--- config.mk ---
export PLATFORM = sky130hd
export DESIGN_NAME = modbus_rtu_response_receiver_top_flat
export DESIGN_NICKNAME = d
export VERILOG_FILES = /design/src/sv/mbrx_pkg.sv /design/src/sv/mbrx_if.sv /design/src/sv/modbus_rtu_response_receiver_top.sv /design/src/sv/mbrx_apb_regs.sv /design/src/sv/mbrx_engine.sv /design/src/flat_wrapper.sv
export VERILOG_INCLUDE_DIRS = /design/src /design/src/sv
export SDC_FILE = /design/constraint.sdc
export NUM_CORES = 1
export LEC_CHECK = 0
export ABC_CLOCK_PERIOD_IN_PS = 5000
export BUFFER_PORTS_ARGS = -buffer_cell sky130_fd_sc_hd__buf_4
export CAP_MARGIN = 20
export CELL_PAD_IN_SITES_DETAIL_PLACEMENT = 1
export CELL_PAD_IN_SITES_GLOBAL_PLACEMENT = 1
export CORE_UTILIZATION = 42
export DETAILED_ROUTE_END_ITERATION = 7
export GPL_TIMING_DRIVEN = 0
export PLACE_DENSITY_LB_ADDON = 0.1
export SYNTH_ARGS = -nofsm -noshare
export SYNTH_HDL_FRONTEND = slang
export SYNTH_SLANG_ARGS = --single-unit
--- constraint.sdc ---
create_clock -name clk -period 5 [get_ports clk]
set_input_delay 0.5 -clock clk [delete_from_list [all_inputs] [get_ports clk]]
set_output_delay 0.5 -clock clk [all_outputs]
set_load 0.02 [all_outputs]
--- src/sv/assert_macros.svh ---
// ---------------------------------------------------------------------------
// assert_macros.svh
// concurrent assertion helpers, clocked with an async active-low reset
// ---------------------------------------------------------------------------
`ifndef ASSERT_MACROS_SVH
`define ASSERT_MACROS_SVH

// antecedent holds -> consequent holds in the same cycle
`define ASSERT_SAME(lbl, clk, rst_n, ante, cons, msg) \
	lbl: assert property (@(posedge clk) disable iff (!rst_n) (ante) |-> (cons)) \
		else $error(msg);

// antecedent holds -> consequent holds in the next cycle
`define ASSERT_NEXT(lbl, clk, rst_n, ante, cons, msg) \
	lbl: assert property (@(posedge clk) disable iff (!rst_n) (ante) |=> (cons)) \
		else $error(msg);

// invariant on every clock edge out of reset
`define ASSERT_ALWAYS(lbl, clk, rst_n, prop, msg) \
	lbl: assert property (@(posedge clk) disable iff (!rst_n) (prop)) \
		else $error(msg);

`endif

--- src/sv/mbrx_pkg.sv ---
// ---------------------------------------------------------------------------
// mbrx_pkg
// shared types and codes of the modbus rtu response receiver
// ---------------------------------------------------------------------------
`default_nettype none

package mbrx_pkg;

	// item opcodes
	localparam logic [1:0] OP_ARM  = 2'd0;
	localparam logic [1:0] OP_BYTE = 2'd1;
	localparam logic [1:0] OP_TICK = 2'd2;

	// result status codes
	localparam logic [2:0] ST_IDLE    = 3'd0;
	localparam logic [2:0] ST_RECV    = 3'd1;
	localparam logic [2:0] ST_OK      = 3'd2;
	localparam logic [2:0] ST_EXC     = 3'd3;
	localparam logic [2:0] ST_TIMEOUT = 3'd4;
	localparam logic [2:0] ST_CRC     = 3'd5;

	// register map
	localparam int unsigned ADDR_W = 4;
	localparam logic [1:0] REG_FUNCTION = 2'd0;
	localparam logic [1:0] REG_QUANTITY = 2'd1;
	localparam logic [1:0] REG_TIMEOUT  = 2'd2;

	localparam logic [7:0]  FUNCTION_RST = 8'd3;
	localparam logic [6:0]  QUANTITY_RST = 7'd1;
	localparam logic [15:0] TIMEOUT_RST  = 16'd1000;

	typedef struct packed {
		logic [7:0]  expected_function;
		logic [6:0]  expected_quantity;
		logic [15:0] timeout_ticks;
	} cfg_t;

	typedef struct packed {
		logic [1:0] opcode;
		logic [7:0] rx_byte;
	} item_t;

	typedef struct packed {
		logic [2:0] status;
		logic       byte_valid;
		logic [7:0] byte_value;
		logic [6:0] byte_index;
		logic [7:0] exception_code;
		logic [6:0] frame_length;
	} result_t;

endpackage

`default_nettype wire

--- src/sv/mbrx_if.sv ---
// ---------------------------------------------------------------------------
// mbrx_if
// valid/ready channels carrying items in and results out
// ---------------------------------------------------------------------------
`default_nettype none

interface mbrx_item_if;
	logic            valid;
	logic            ready;
	mbrx_pkg::item_t payload;

	modport source (output valid, output payload, input ready);
	modport sink (input valid, input payload, output ready);
endinterface

interface mbrx_result_if;
	logic              valid;
	logic              ready;
	mbrx_pkg::result_t payload;

	modport source (output valid, output payload, input ready);
	modport sink (input valid, input payload, output ready);
endinterface

`default_nettype wire

--- src/sv/modbus_rtu_response_receiver_top.sv ---
// ---------------------------------------------------------------------------
// modbus_rtu_response_receiver_top
// modbus rtu master receive side: framing, crc-16 check, exception, timeout
// ---------------------------------------------------------------------------
//
//  channel  dir  handshake      payload
//  -------  ---  -------------  ----------------------------------------------
//  item     in   valid/ready    opcode, rx_byte
//  result   out  valid/ready    status, byte_valid, byte_value, byte_index,
//                               exception_code, frame_length
//  apb      in   psel/penable   expected_function, expected_quantity,
//                               timeout_ticks
//
//  one item per cycle sustained while results are taken; every item yields exactly one result
//  an item passes the input register, then the frame update and the result register
//  the frame update (crc byte fold plus length compare) is the one path per item
//  a stalled result keeps the result register full; the input register still
//  takes one item, then item.ready drops until the result moves on
//  arst_n resets the handshake valids, frame state and config registers at once
// ---------------------------------------------------------------------------
`default_nettype none

module modbus_rtu_response_receiver_top #(
	parameter int MAX_FRAME = 127
) (
	input  wire logic                        clk,
	input  wire logic                        arst_n,
	mbrx_item_if.sink                        item,
	mbrx_result_if.source                    result,
	input  wire logic                        psel,
	input  wire logic                        penable,
	input  wire logic                        pwrite,
	input  wire logic [mbrx_pkg::ADDR_W-1:0] paddr,
	input  wire logic [31:0]                 pwdata,
	output logic [31:0]                      prdata,
	output logic                             pready
);

	mbrx_pkg::cfg_t    cfg;
	mbrx_pkg::item_t   item_s1;
	mbrx_pkg::result_t result_s2;
	mbrx_pkg::result_t engine_result;
	logic              valid_s1;
	logic              valid_s2;
	logic              advance;

	// configuration registers
	mbrx_apb_regs u_regs (
		.clk     (clk),
		.arst_n  (arst_n),
		.psel    (psel),
		.penable (penable),
		.pwrite  (pwrite),
		.paddr   (paddr),
		.pwdata  (pwdata),
		.prdata  (prdata),
		.pready  (pready),
		.cfg     (cfg)
	);

	// the held item moves into the frame logic when the result slot is free
	assign advance    = valid_s1 && (!valid_s2 || result.ready);
	assign item.ready = !valid_s1 || advance;

	// input register
	always_ff @(posedge clk or negedge arst_n) begin
		if (!arst_n) begin
			valid_s1 <= 1'b0;
		end else if (item.ready) begin
			valid_s1 <= item.valid;
		end
	end

	always_ff @(posedge clk) begin
		if (item.valid && item.ready) begin
			item_s1 <= item.payload;
		end
	end

	// frame state and per-item result logic
	mbrx_engine #(
		.MAX_FRAME (MAX_FRAME)
	) u_engine (
		.clk    (clk),
		.arst_n (arst_n),
		.step   (advance),
		.item   (item_s1),
		.cfg    (cfg),
		.result (engine_result)
	);

	// result register, holds a transaction until the sink takes it
	always_ff @(posedge clk or negedge arst_n) begin
		if (!arst_n) begin
			valid_s2 <= 1'b0;
		end else if (advance) begin
			valid_s2 <= 1'b1;
		end else if (result.ready) begin
			valid_s2 <= 1'b0;
		end
	end

	always_ff @(posedge clk) begin
		if (advance) begin
			result_s2 <= engine_result;
		end
	end

	assign result.valid   = valid_s2;
	assign result.payload = result_s2;

endmodule

`default_nettype wire

--- src/sv/mbrx_apb_regs.sv ---
// ---------------------------------------------------------------------------
// mbrx_apb_regs
// apb register file: function code, quantity, timeout
// ---------------------------------------------------------------------------
`default_nettype none

module mbrx_apb_regs (
	input  wire logic                        clk,
	input  wire logic                        arst_n,
	input  wire logic                        psel,
	input  wire logic                        penable,
	input  wire logic                        pwrite,
	input  wire logic [mbrx_pkg::ADDR_W-1:0] paddr,
	input  wire logic [31:0]                 pwdata,
	output logic [31:0]                      prdata,
	output logic                             pready,
	output mbrx_pkg::cfg_t                   cfg
);

	logic       wr_en;
	logic [1:0] reg_sel;

	assign pready  = 1'b1;
	assign wr_en   = psel && penable && pwrite && pready;
	assign reg_sel = paddr[3:2];

	always_ff @(posedge clk or negedge arst_n) begin
		if (!arst_n) begin
			cfg.expected_function <= mbrx_pkg::FUNCTION_RST;
			cfg.expected_quantity <= mbrx_pkg::QUANTITY_RST;
			cfg.timeout_ticks     <= mbrx_pkg::TIMEOUT_RST;
		end else if (wr_en) begin
			case (reg_sel)
				mbrx_pkg::REG_FUNCTION: cfg.expected_function <= pwdata[7:0];
				mbrx_pkg::REG_QUANTITY: cfg.expected_quantity <= pwdata[6:0];
				mbrx_pkg::REG_TIMEOUT:  cfg.timeout_ticks     <= pwdata[15:0];
				default: ;
			endcase
		end
	end

	always_comb begin
		case (reg_sel)
			mbrx_pkg::REG_FUNCTION: prdata = {24'd0, cfg.expected_function};
			mbrx_pkg::REG_QUANTITY: prdata = {25'd0, cfg.expected_quantity};
			mbrx_pkg::REG_TIMEOUT:  prdata = {16'd0, cfg.timeout_ticks};
			default:                prdata = 32'd0;
		endcase
	end

endmodule

`default_nettype wire

--- src/sv/mbrx_engine.sv ---
// ---------------------------------------------------------------------------
// mbrx_engine
// frame state, crc fold and completion check, one item per step
// ---------------------------------------------------------------------------
`default_nettype none
`include "assert_macros.svh"

module mbrx_engine #(
	parameter int MAX_FRAME = 127
) (
	input  wire logic              clk,
	input  wire logic              arst_n,
	input  wire logic              step,
	input  wire mbrx_pkg::item_t   item,
	input  wire mbrx_pkg::cfg_t    cfg,
	output mbrx_pkg::result_t      result
);

	localparam int LEN_CAP = (MAX_FRAME < 127) ? MAX_FRAME : 127;

	typedef enum logic [2:0] {
		PH_IDLE = 3'b001,
		PH_RECV = 3'b010,
		PH_DONE = 3'b100
	} phase_t;

	phase_t      phase_q, phase_n;
	logic [6:0]  bytes_received_q, bytes_received_n;
	logic [15:0] running_crc_q, running_crc_n;
	logic [15:0] frame_crc_q, frame_crc_n;
	logic [15:0] elapsed_ticks_q, elapsed_ticks_n;
	logic [7:0]  function_byte_q, function_byte_n;
	logic [7:0]  crc_low_byte_q, crc_low_byte_n;
	logic [2:0]  final_status_q, final_status_n;
	logic [7:0]  held_exception_q, held_exception_n;

	logic [8:0]  len_raw;
	logic [6:0]  len;
	logic [7:0]  count_wide;
	logic [6:0]  count;
	logic [16:0] tick_sum;
	logic        byte_valid;
	logic        crc_good;

	// one byte through the reflected crc-16, eight shift steps
	function automatic logic [15:0] crc_fold(input logic [15:0] crc_in, input logic [7:0] b);
		logic [15:0] c;
		c = crc_in ^ {8'd0, b};
		for (int k = 0; k < 8; k++) begin
			c = c[0] ? ((c >> 1) ^ 16'hA001) : (c >> 1);
		end
		return c;
	endfunction

	// expected response length from the function code
	always_comb begin
		case (cfg.expected_function) inside
			8'd1, 8'd2: len_raw = 9'd5 + {2'b00, cfg.expected_quantity};
			8'd3, 8'd4: len_raw = 9'd5 + {1'b0, cfg.expected_quantity, 1'b0};
			8'd5:       len_raw = 9'd7;
			8'd6, 8'd16: len_raw = 9'd8;
			default:    len_raw = 9'd0;
		endcase
		len = (len_raw > 9'(LEN_CAP)) ? 7'(LEN_CAP) : len_raw[6:0];
	end

	assign count_wide = {1'b0, bytes_received_q} + 8'd1;
	assign count      = (count_wide > 8'(LEN_CAP)) ? 7'(LEN_CAP) : count_wide[6:0];
	assign tick_sum   = {1'b0, elapsed_ticks_q} + 17'd1;

	always_comb begin
		phase_n          = phase_q;
		bytes_received_n = bytes_received_q;
		running_crc_n    = running_crc_q;
		frame_crc_n      = frame_crc_q;
		elapsed_ticks_n  = elapsed_ticks_q;
		function_byte_n  = function_byte_q;
		crc_low_byte_n   = crc_low_byte_q;
		final_status_n   = final_status_q;
		held_exception_n = held_exception_q;
		byte_valid       = 1'b0;
		crc_good         = 1'b0;

		case (item.opcode)
			mbrx_pkg::OP_ARM: begin
				phase_n          = PH_RECV;
				bytes_received_n = 7'd0;
				running_crc_n    = 16'hFFFF;
				frame_crc_n      = 16'hFFFF;
				elapsed_ticks_n  = 16'd0;
				function_byte_n  = 8'd0;
				crc_low_byte_n   = 8'd0;
				final_status_n   = mbrx_pkg::ST_RECV;
				held_exception_n = 8'd0;
			end
			mbrx_pkg::OP_BYTE: begin
				if (phase_q == PH_RECV) begin
					byte_valid = 1'b1;
					if (bytes_received_q == 7'd1)
						function_byte_n = item.rx_byte;
					if (bytes_received_q == 7'd2)
						held_exception_n = item.rx_byte;
					// capture crc over the body when the low crc byte arrives
					if (len >= 7'd2 && bytes_received_q == len - 7'd2) begin
						frame_crc_n    = running_crc_q;
						crc_low_byte_n = item.rx_byte;
					end
					running_crc_n    = crc_fold(running_crc_q, item.rx_byte);
					bytes_received_n = count;
					crc_good = (frame_crc_n[7:0] == crc_low_byte_n) &&
						(frame_crc_n[15:8] == item.rx_byte);
					if (count == 7'd5 && function_byte_n[7]) begin
						phase_n        = PH_DONE;
						final_status_n = mbrx_pkg::ST_EXC;
					end else if (len != 7'd0 && count == len &&
						bytes_received_q == len - 7'd1) begin
						phase_n        = PH_DONE;
						final_status_n = crc_good ? mbrx_pkg::ST_OK : mbrx_pkg::ST_CRC;
					end
				end
			end
			mbrx_pkg::OP_TICK: begin
				if (phase_q == PH_RECV) begin
					elapsed_ticks_n = tick_sum[16] ? 16'hFFFF : tick_sum[15:0];
					if (tick_sum > {1'b0, cfg.timeout_ticks}) begin
						phase_n        = PH_DONE;
						final_status_n = mbrx_pkg::ST_TIMEOUT;
					end
				end
			end
			default: ;
		endcase
	end

	always_ff @(posedge clk or negedge arst_n) begin
		if (!arst_n) begin
			phase_q          <= PH_IDLE;
			bytes_received_q <= 7'd0;
			running_crc_q    <= 16'hFFFF;
			frame_crc_q      <= 16'hFFFF;
			elapsed_ticks_q  <= 16'd0;
			function_byte_q  <= 8'd0;
			crc_low_byte_q   <= 8'd0;
			final_status_q   <= mbrx_pkg::ST_IDLE;
			held_exception_q <= 8'd0;
		end else if (step) begin
			phase_q          <= phase_n;
			bytes_received_q <= bytes_received_n;
			running_crc_q    <= running_crc_n;
			frame_crc_q      <= frame_crc_n;
			elapsed_ticks_q  <= elapsed_ticks_n;
			function_byte_q  <= function_byte_n;
			crc_low_byte_q   <= crc_low_byte_n;
			final_status_q   <= final_status_n;
			held_exception_q <= held_exception_n;
		end
	end

	always_comb begin
		result.status         = final_status_n;
		result.byte_valid     = byte_valid;
		result.byte_value     = byte_valid ? item.rx_byte : 8'd0;
		result.byte_index     = byte_valid ? bytes_received_q : 7'd0;
		result.exception_code = (final_status_n == mbrx_pkg::ST_EXC) ? held_exception_n : 8'd0;
		result.frame_length   = len;
	end

	`ASSERT_ALWAYS(a_count_capped, clk, arst_n, bytes_received_q <= 7'(LEN_CAP), "byte count above cap")
	`ASSERT_SAME(a_done_final, clk, arst_n, phase_q == PH_DONE, final_status_q == mbrx_pkg::ST_OK || final_status_q == mbrx_pkg::ST_EXC || final_status_q == mbrx_pkg::ST_TIMEOUT || final_status_q == mbrx_pkg::ST_CRC, "done without final status")
	`ASSERT_SAME(a_recv_status, clk, arst_n, phase_q == PH_RECV, final_status_q == mbrx_pkg::ST_RECV, "receiving with wrong status")
	`ASSERT_NEXT(a_byte_counts, clk, arst_n, step && byte_valid, bytes_received_q != 7'd0, "accepted byte not counted")

endmodule

`default_nettype wire

--- src/flat_wrapper.sv ---
// flat-port wrapper written by rule: the top's interface ports become plain ports
module modbus_rtu_response_receiver_top_flat 
#(
	parameter int MAX_FRAME = 127
)
  (clk, arst_n, psel, penable, pwrite, paddr, pwdata, prdata, pready, item_valid, item_payload, item_ready, result_valid, result_payload, result_ready);
  mbrx_item_if item_i ();
  mbrx_result_if result_i ();
  input  wire logic clk;
  input  wire logic arst_n;
  input  wire logic psel;
  input  wire logic penable;
  input  wire logic pwrite;
  input  wire logic [mbrx_pkg::ADDR_W-1:0] paddr;
  input  wire logic [31:0] pwdata;
  output logic [31:0] prdata;
  output logic pready;
  input wire logic [$bits(item_i.valid)-1:0] item_valid;
  input wire logic [$bits(item_i.payload)-1:0] item_payload;
  output wire logic [$bits(item_i.ready)-1:0] item_ready;
  output wire logic [$bits(result_i.valid)-1:0] result_valid;
  output wire logic [$bits(result_i.payload)-1:0] result_payload;
  input wire logic [$bits(result_i.ready)-1:0] result_ready;
  assign item_i.valid = item_valid;
  assign item_i.payload = item_payload;
  assign item_ready = item_i.ready;
  assign result_valid = result_i.valid;
  assign result_payload = result_i.payload;
  assign result_i.ready = result_ready;
  modbus_rtu_response_receiver_top #(.MAX_FRAME(MAX_FRAME)) u_core (.clk(clk), .arst_n(arst_n), .item(item_i), .result(result_i), .psel(psel), .penable(penable), .pwrite(pwrite), .paddr(paddr), .pwdata(pwdata), .prdata(prdata), .pready(pready));
endmodule
; ---- Word-level counts from Yosys, hierarchy flattened
; Cells that the tools add are included.
[totals]
regBits = 155
input_bits = 53
out_inout_bits = 69
word_cells = 152
[op_classes]
addsub = 6
order_cmp = 4
n_eq_ne = 25
mux = 57
bitwise = 9
n_reduce_logical = 29
[ops]
columns = op, count
row1 = $mux 16, 15
row2 = $pmux 16 s2, 3
row3 = $mux 8, 10
row4 = $pmux 16 s3, 1
row5 = $pmux 8 s2, 3
row6 = $mux 3, 11
row7 = $mux 9, 3
row8 = $eq 8x3->1 const B, 3
row9 = $not 2->3, 8
row10 = $eq 7x7->1, 3
row11 = $mux 7, 3
row12 = $pmux 3 s3, 2
row13 = $add 16x1->17 const B, 1
row14 = $gt 17x16->1, 1
row15 = $eq 8x2->1 const B, 2
row16 = $eq 8x8->1, 2
row17 = $xor 16x8->16, 1
row18 = $pmux 7 s2, 1
row19 = $add 3x8->9 const A, 1
row20 = $gt 9x7->1 const B, 1
row21 = $logic_and 1x1->1, 9
row22 = $add 3x7->8 const A, 1
row23 = $add 7x1->8 const B, 1
row24 = $eq 8x1->1 const B, 1
row25 = other kinds (25), 43

; ---- Longest topological paths before layout
[logic_depth]
ltp_word = 22
mapped_depth = 20
ltp_nobuf = 19

; ---- Hierarchy
; From an unflattened synthesis, not the netlist that was laid out.
[hier_totals]
hier_cells = 907
area_unflattened_um2 = 9222.6
[modules_own_cells]
columns = mod, n_inst, cells_per_inst, area_per_inst_um2, seq_area_each_um2
row1 = mbrx_engine, 1, 733, 6246.0, 1993.2
row2 = mbrx_apb_regs, 1, 122, 1551.5, 787.0
row3 = modbus_rtu_response_receiver_top, 1, 52, 1425.1, 1371.3

; ---- Least setup slack after synthesis
; No wires, ideal clock.
[synth_path]
path_type = register -> register
start = register u_core.u_regs.cfg[26] (netlist name)
end = register u_core.result_s2, in the netlist u_core.result.payload[13] (data pin)
setup_time_ps = 256
t_arrival_ps = 4338
t_required_ps = 4744
setup_slack_ps = 405
stages_incl_launch_ff = 19
path_buffers = 1
period_less_slack_ps = 4595
cell_sequence = dfrtp_1 or4_4 or2_0 buf_2 or4_4 nand2_2 nor2_1 ha_1 xnor2_1 nand4b_1 a21o_1 o211ai_1 a21oi_1 a2111oi_2 o2111ai_2 o211ai_1 nand2_1 o31a_2 and4b_1
[synth_via]
elab_chain_cells = 22
word_cells_on_any_way = 41
classes_between = 2 x add/sub / 2 x order compare / 13 x eq/ne / 16 x mux / 8 x reduce/logical
[synth_rtl]
columns = element, line
row1 = $eq 8x3->1 (no line) / $eq 8x5->1 (equally long branches), --
row2 = $reduce_or 2->1, mbrx_engine.sv:57  ; case (cfg.expected_function) inside
row3 = $mux 4, mbrx_engine.sv:57
row4 = $mux 9 (2 in series), mbrx_engine.sv:57
row5 = $mux 9 (*), mbrx_engine.sv:57
row6 = $gt 9x7->1, mbrx_engine.sv:64  ; len = (len_raw > 9'(LEN_CAP)) ? 7'(LEN_CAP) : len_raw[6:0];
row7 = $mux 7 (*), mbrx_engine.sv:64
row8 = $sub 7x2->7, mbrx_engine.sv:104  ; if (len >= 7'd2 && bytes_received_q == len - 7'd2) begin
row9 = [... 5 more ...], --
row10 = $eq 8x8->1 (on tied branches), "mbrx_engine.sv:110, mbrx_engine.sv:111"
row11 = $logic_and 1x1->1, mbrx_engine.sv:110  ; crc_good = (frame_crc_n[7:0] == crc_low_byte_n) &&
row12 = $mux 3, mbrx_engine.sv:118  ; final_status_n = crc_good ? mbrx_pkg::ST_OK : mbrx_pkg::ST_CRC;
row13 = $mux 3 (*), mbrx_engine.sv:115  ; end else if (len != 7'd0 && count == len &&
row14 = $mux 3 (*), mbrx_engine.sv:112  ; if (count == 7'd5 && function_byte_n[7]) begin
row15 = $mux 3 (*), mbrx_engine.sv:97  ; if (phase_q == PH_RECV) begin
row16 = $pmux 3 s3 (*), mbrx_engine.sv:84  ; case (item.opcode)
row17 = $eq 3x2->1 (*), mbrx_engine.sv:164  ; result.exception_code = (final_status_n == mbrx_pkg::ST_EXC) ? held_exception_n : 8'd0;
row18 = to (signal assigned), modbus_rtu_response_receiver_top.sv:105  ; result_s2 <= engine_result;
row19 = to (decl), modbus_rtu_response_receiver_top.sv:41  ; mbrx_pkg::result_t result_s2;
; Mark *: on every way between the ends. The rest lies on a longest branch, timed or not. The select of a mux whose other input is x is not followed.
; A chain may end at the register's enable or synchronous reset.

; ---- Worst setup path after layout
[layout_path]
start = register u_core.u_regs.cfg[26] (netlist name)
end = register u_core.result_s2, in the netlist u_core.result.payload[11] (data pin)
[layout_via]
elab_chain_cells = 22
word_cells_on_any_way = 41
classes_between = 2 x add/sub / 2 x order compare / 13 x eq/ne / 16 x mux / 8 x reduce/logical
[layout_rtl]
columns = element, line
row1 = $eq 8x3->1 (no line) / $eq 8x5->1 (equally long branches), --
row2 = $reduce_or 2->1, mbrx_engine.sv:57
row3 = $mux 4, mbrx_engine.sv:57
row4 = $mux 9 (2 in series), mbrx_engine.sv:57
row5 = $mux 9 (*), mbrx_engine.sv:57
row6 = $gt 9x7->1, mbrx_engine.sv:64
row7 = $mux 7 (*), mbrx_engine.sv:64
row8 = $sub 7x2->7, mbrx_engine.sv:104
row9 = [... 5 more ...], --
row10 = $eq 8x8->1 (on tied branches), "mbrx_engine.sv:110, mbrx_engine.sv:111"
row11 = $logic_and 1x1->1, mbrx_engine.sv:110
row12 = $mux 3, mbrx_engine.sv:118
row13 = $mux 3 (*), mbrx_engine.sv:115
row14 = $mux 3 (*), mbrx_engine.sv:112
row15 = $mux 3 (*), mbrx_engine.sv:97
row16 = $pmux 3 s3 (*), mbrx_engine.sv:84
row17 = $eq 3x2->1 (*), mbrx_engine.sv:164
; Marked as above.

==> impl_results.md <==
- Synth area leader: dfrtp_1
- Global-route wire length before repair: about 43,000 µm
- Drt pass-1 iters: 5
- Via Count: about 8k
- Area contributors post-synth: dfrtp_1 (19%), edfxtp_1 (14%), dfstp_2 (12%)
- Routed Antenna Nets: 0
- Die width: 150 µm
- Pin count of the biggest net entering global routing: 66
- Final nets: ~1.2k
- Sequential element share of the synthesized area: 0.450
- TritonCTS Buffers: 17
- Fin crit period: between 4 and 5 ns
- Vias in the first global route: 7,988
- RePlAce Congestion: slightly below 0.9
- GRT Util Overall: 0.248
- Post-route cell area: approximately 0.011 mm²
- WP data arrival: 4.95 ns
- Setup violations, final: 0
- Antenna Cells: 0
- Fmax: 0.210 GHz
- Share of layout cells above drive strength 1: 0.209
- CTS tree: built
- Routed len/inst: between 15 and 20 µm
- Max Slew Vio Count: 0
- Max-cap violations: 0
- WL final: roughly 27,000 µm
- Cell variety after synth: between 80 and 90
- Grt ovf: 0
- Post-synth EDFFs: 44
- # rows: 53
- Top-count cell post-synth: o21ai_0
- Die height: 150 µm
- Status: complete, but fails checks
- Post-route DRC: 0
- CP Launch Type: register
- Die area: roughly 0.023 mm²
- Main synth FF type: dfrtp_1
- Share of async-settable or async-resettable flops after synthesis: 0.716
- Vias per cell: 5.66
- Cell area power density: 405 mW/mm²
- Final setup margin: 0.234 ns
- Endpoints failing hold: 2
- # IOs: ~120
- Critical path fanouts, max: 9
- Syn Inst Count: 958
- Clock slew at reported path FFs: 0.07 ns
- Syn_area_per_cell: around 9.6 µm²
- Yosys warnings: 0
- H-tree levels: 4
- Violated checks: negative hold slack
- Commonest cells in the netlist: o21ai_0 (95), nand2_1 (80), nor2_1 (70), dfrtp_1 (69), inv_1 (57)
- Final period util: 0.953
- Antenna violations before repair: 0
- Root Buffer: clkbuf_16
- Setup slack after placement: -0.432 ns
- Hold_ws: -0.00207 ns
- Leakage dissipation: 0.00477 µW
- Total power: 4450 µW
- RSZ-0062 raised after global routing: false
- Relative slew slack: 0.300
- Synthesized flop and latch total: 155
- Clock tree buffer depth: 2
- Core area: 0.0213 mm²
- Crit. End Element: register
- Worst Hold Class: input pin to async pin
- Initial Util: 0.434
- Cts hold-fix bufs: 0
- Iteration-0 DRC Markers: 484
- Port Buffer Count: 86
- Mapped Area: 0.00923 mm²
- Critical Path RT: slightly above 5 ns
- Hpwl dp: 19,500 µm
- Skew-Pair Late Insertion Delay: 0.43 ns
- Area share of the largest cell type after synthesis: 0.187
- Crit Path Class: register to register
- Fin Clk Skew: around 0.012 ns
- Area Overhead vs Synth: 19.2%
- Dpl cell area: 0.0103 mm²
- # clock sinks: 155
- VDD IR max: about 0.22 mV
- Worst slew pin tran: ~1.0 ns
## timing repair
action,4_1_cts,5_1_grt
pin swaps,6,7
resized for setup,7,10
setup buffers,5,0
endpoints found under the setup margin,14,24
## report_power, final
group / internal [µW] / total, µW / switching [µW]
sequential: 1560 / 1740 / 181
clock: 645 / 1230 / 581
combinational: 608 / 1480 / 874
total: 2820 / 4450 / 1640
## cells in the final DEF, fill, tap and decap left out, types with 29 or more instances in the layout
cell	instances
buf_4	108
o21ai_0	95
nand2_1	80
dfrtp_1	69
nor2_1	68
inv_1	57
xnor2_1	45
edfxtp_1	44
dfstp_2	42
a21oi_1	41
clkbuf_1	37
ha_1	29
## logic make-up after synthesis
| kind of cell | Yosys count | share of synthesized area |
|---|---|---|
| and+or+nand+nor | 291 | 0.164 |
| AOI/OAI and AO/OA | 259 | 0.186 |
| DFF | 155 | 0.450 |
| buffers and inverters | 121 | 0.0571 |
| xor gates and xnor gates | 66 | 0.0626 |
| muxes | 34 | 0.0395 |
| adders and majority gates | 30 | 0.0407 |
| other | 2 | 0.000814 |
## metrics by stage
step                      utilization  std cells  setup TNS (ns)  hold WS, ns
after global placement          0.483       1334           -3.39        0.469
after global routing            0.517       1375               0       0.0183
after CTS                       0.515       1375               0      0.00604
after detailed placement        0.486       1338           -4.14        0.476
after floorplan                     -        973               0        0.204
final                           0.517       1375               0     -0.00207
## worst paths after layout
check | depth (start not counted) | start | slack [ns] | end
max reg2reg | 19 | u_core.u_regs.cfg[26] | 0.23 | u_core.result.payload[11]
max | 19 | u_core.u_regs.cfg[26] | 0.23 | u_core.result.payload[11]
min | 1 | arst_n | -0.002 | u_core.u_regs.cfg[11]
max in group asynchronous | 2 | arst_n | 4.25 | u_core.u_engine.running_crc_q[3]
min reg2reg | 1 | u_core.u_engine.phase_q[0] | 0.49 | u_core.u_engine.phase_q[0]
min in group clk | 1 | item_payload[2] | 0.24 | u_core.item_s1[2]
## state kept, by name, indices dropped and copies added, names as in the netlist
| register | flops |
|---|---|
| u_core.result.payload | 34 |
| u_core.u_engine.phase_q | 3 |
| u_core.u_engine.frame_crc_q | 16 |
| u_core.u_engine.bytes_received_q | 7 |
| u_core.item_s1 | 10 |
| u_core.u_engine.elapsed_ticks_q | 16 |
| u_core.u_engine.final_status_q | 3 |
| u_core.result.valid | 1 |
| u_core.u_engine.function_byte_q | 1 |
| u_core.valid_s1 | 1 |
| u_core.u_regs.cfg | 31 |
| u_core.u_engine.crc_low_byte_q | 8 |
| u_core.u_engine.held_exception_q | 8 |
| u_core.u_engine.running_crc_q | 16 |
## critical path, cell delays in order (launching register included)
cell,delay (ns)
dfrtp_1,0.40
or4_4,0.59
or2_0,0.22
buf_2,0.17
or4_4,0.47
nand2_4,0.13
nor2_2,0.09
ha_4,0.21
xnor2_4,0.19
nand4b_1,0.13
a21o_1,0.19
o211ai_1,0.12
a21oi_1,0.13
a2111oi_2,0.31
o2111ai_2,0.29
nor2_2,0.20
o211ai_1,0.13
a22oi_2,0.16
buf_4,0.18
and4b_1,0.21
## layer usage
metal / GRT usage / vias to the layer above / share of wire
li1: - / 3646 / -
met1: 0.342 / 3948 / 0.47
met2: 0.409 / 159 / 0.48
met3: 0.0400 / 27 / 0.035
met4: 0.0566 / 0 / 0.011
met5: 0 / - / 0
## layout make-up
type,instances,area (µm²)
buffer,63,314
clock buffer,17,425
clock inverter,15,114
fill,2428,10300
inverter,58,218
multi-input combinational,697,4680
sequential,155,4150
tap,275,344
timing repair buffer,95,754
Note: power is estimated with default switching activity, not from simulation.
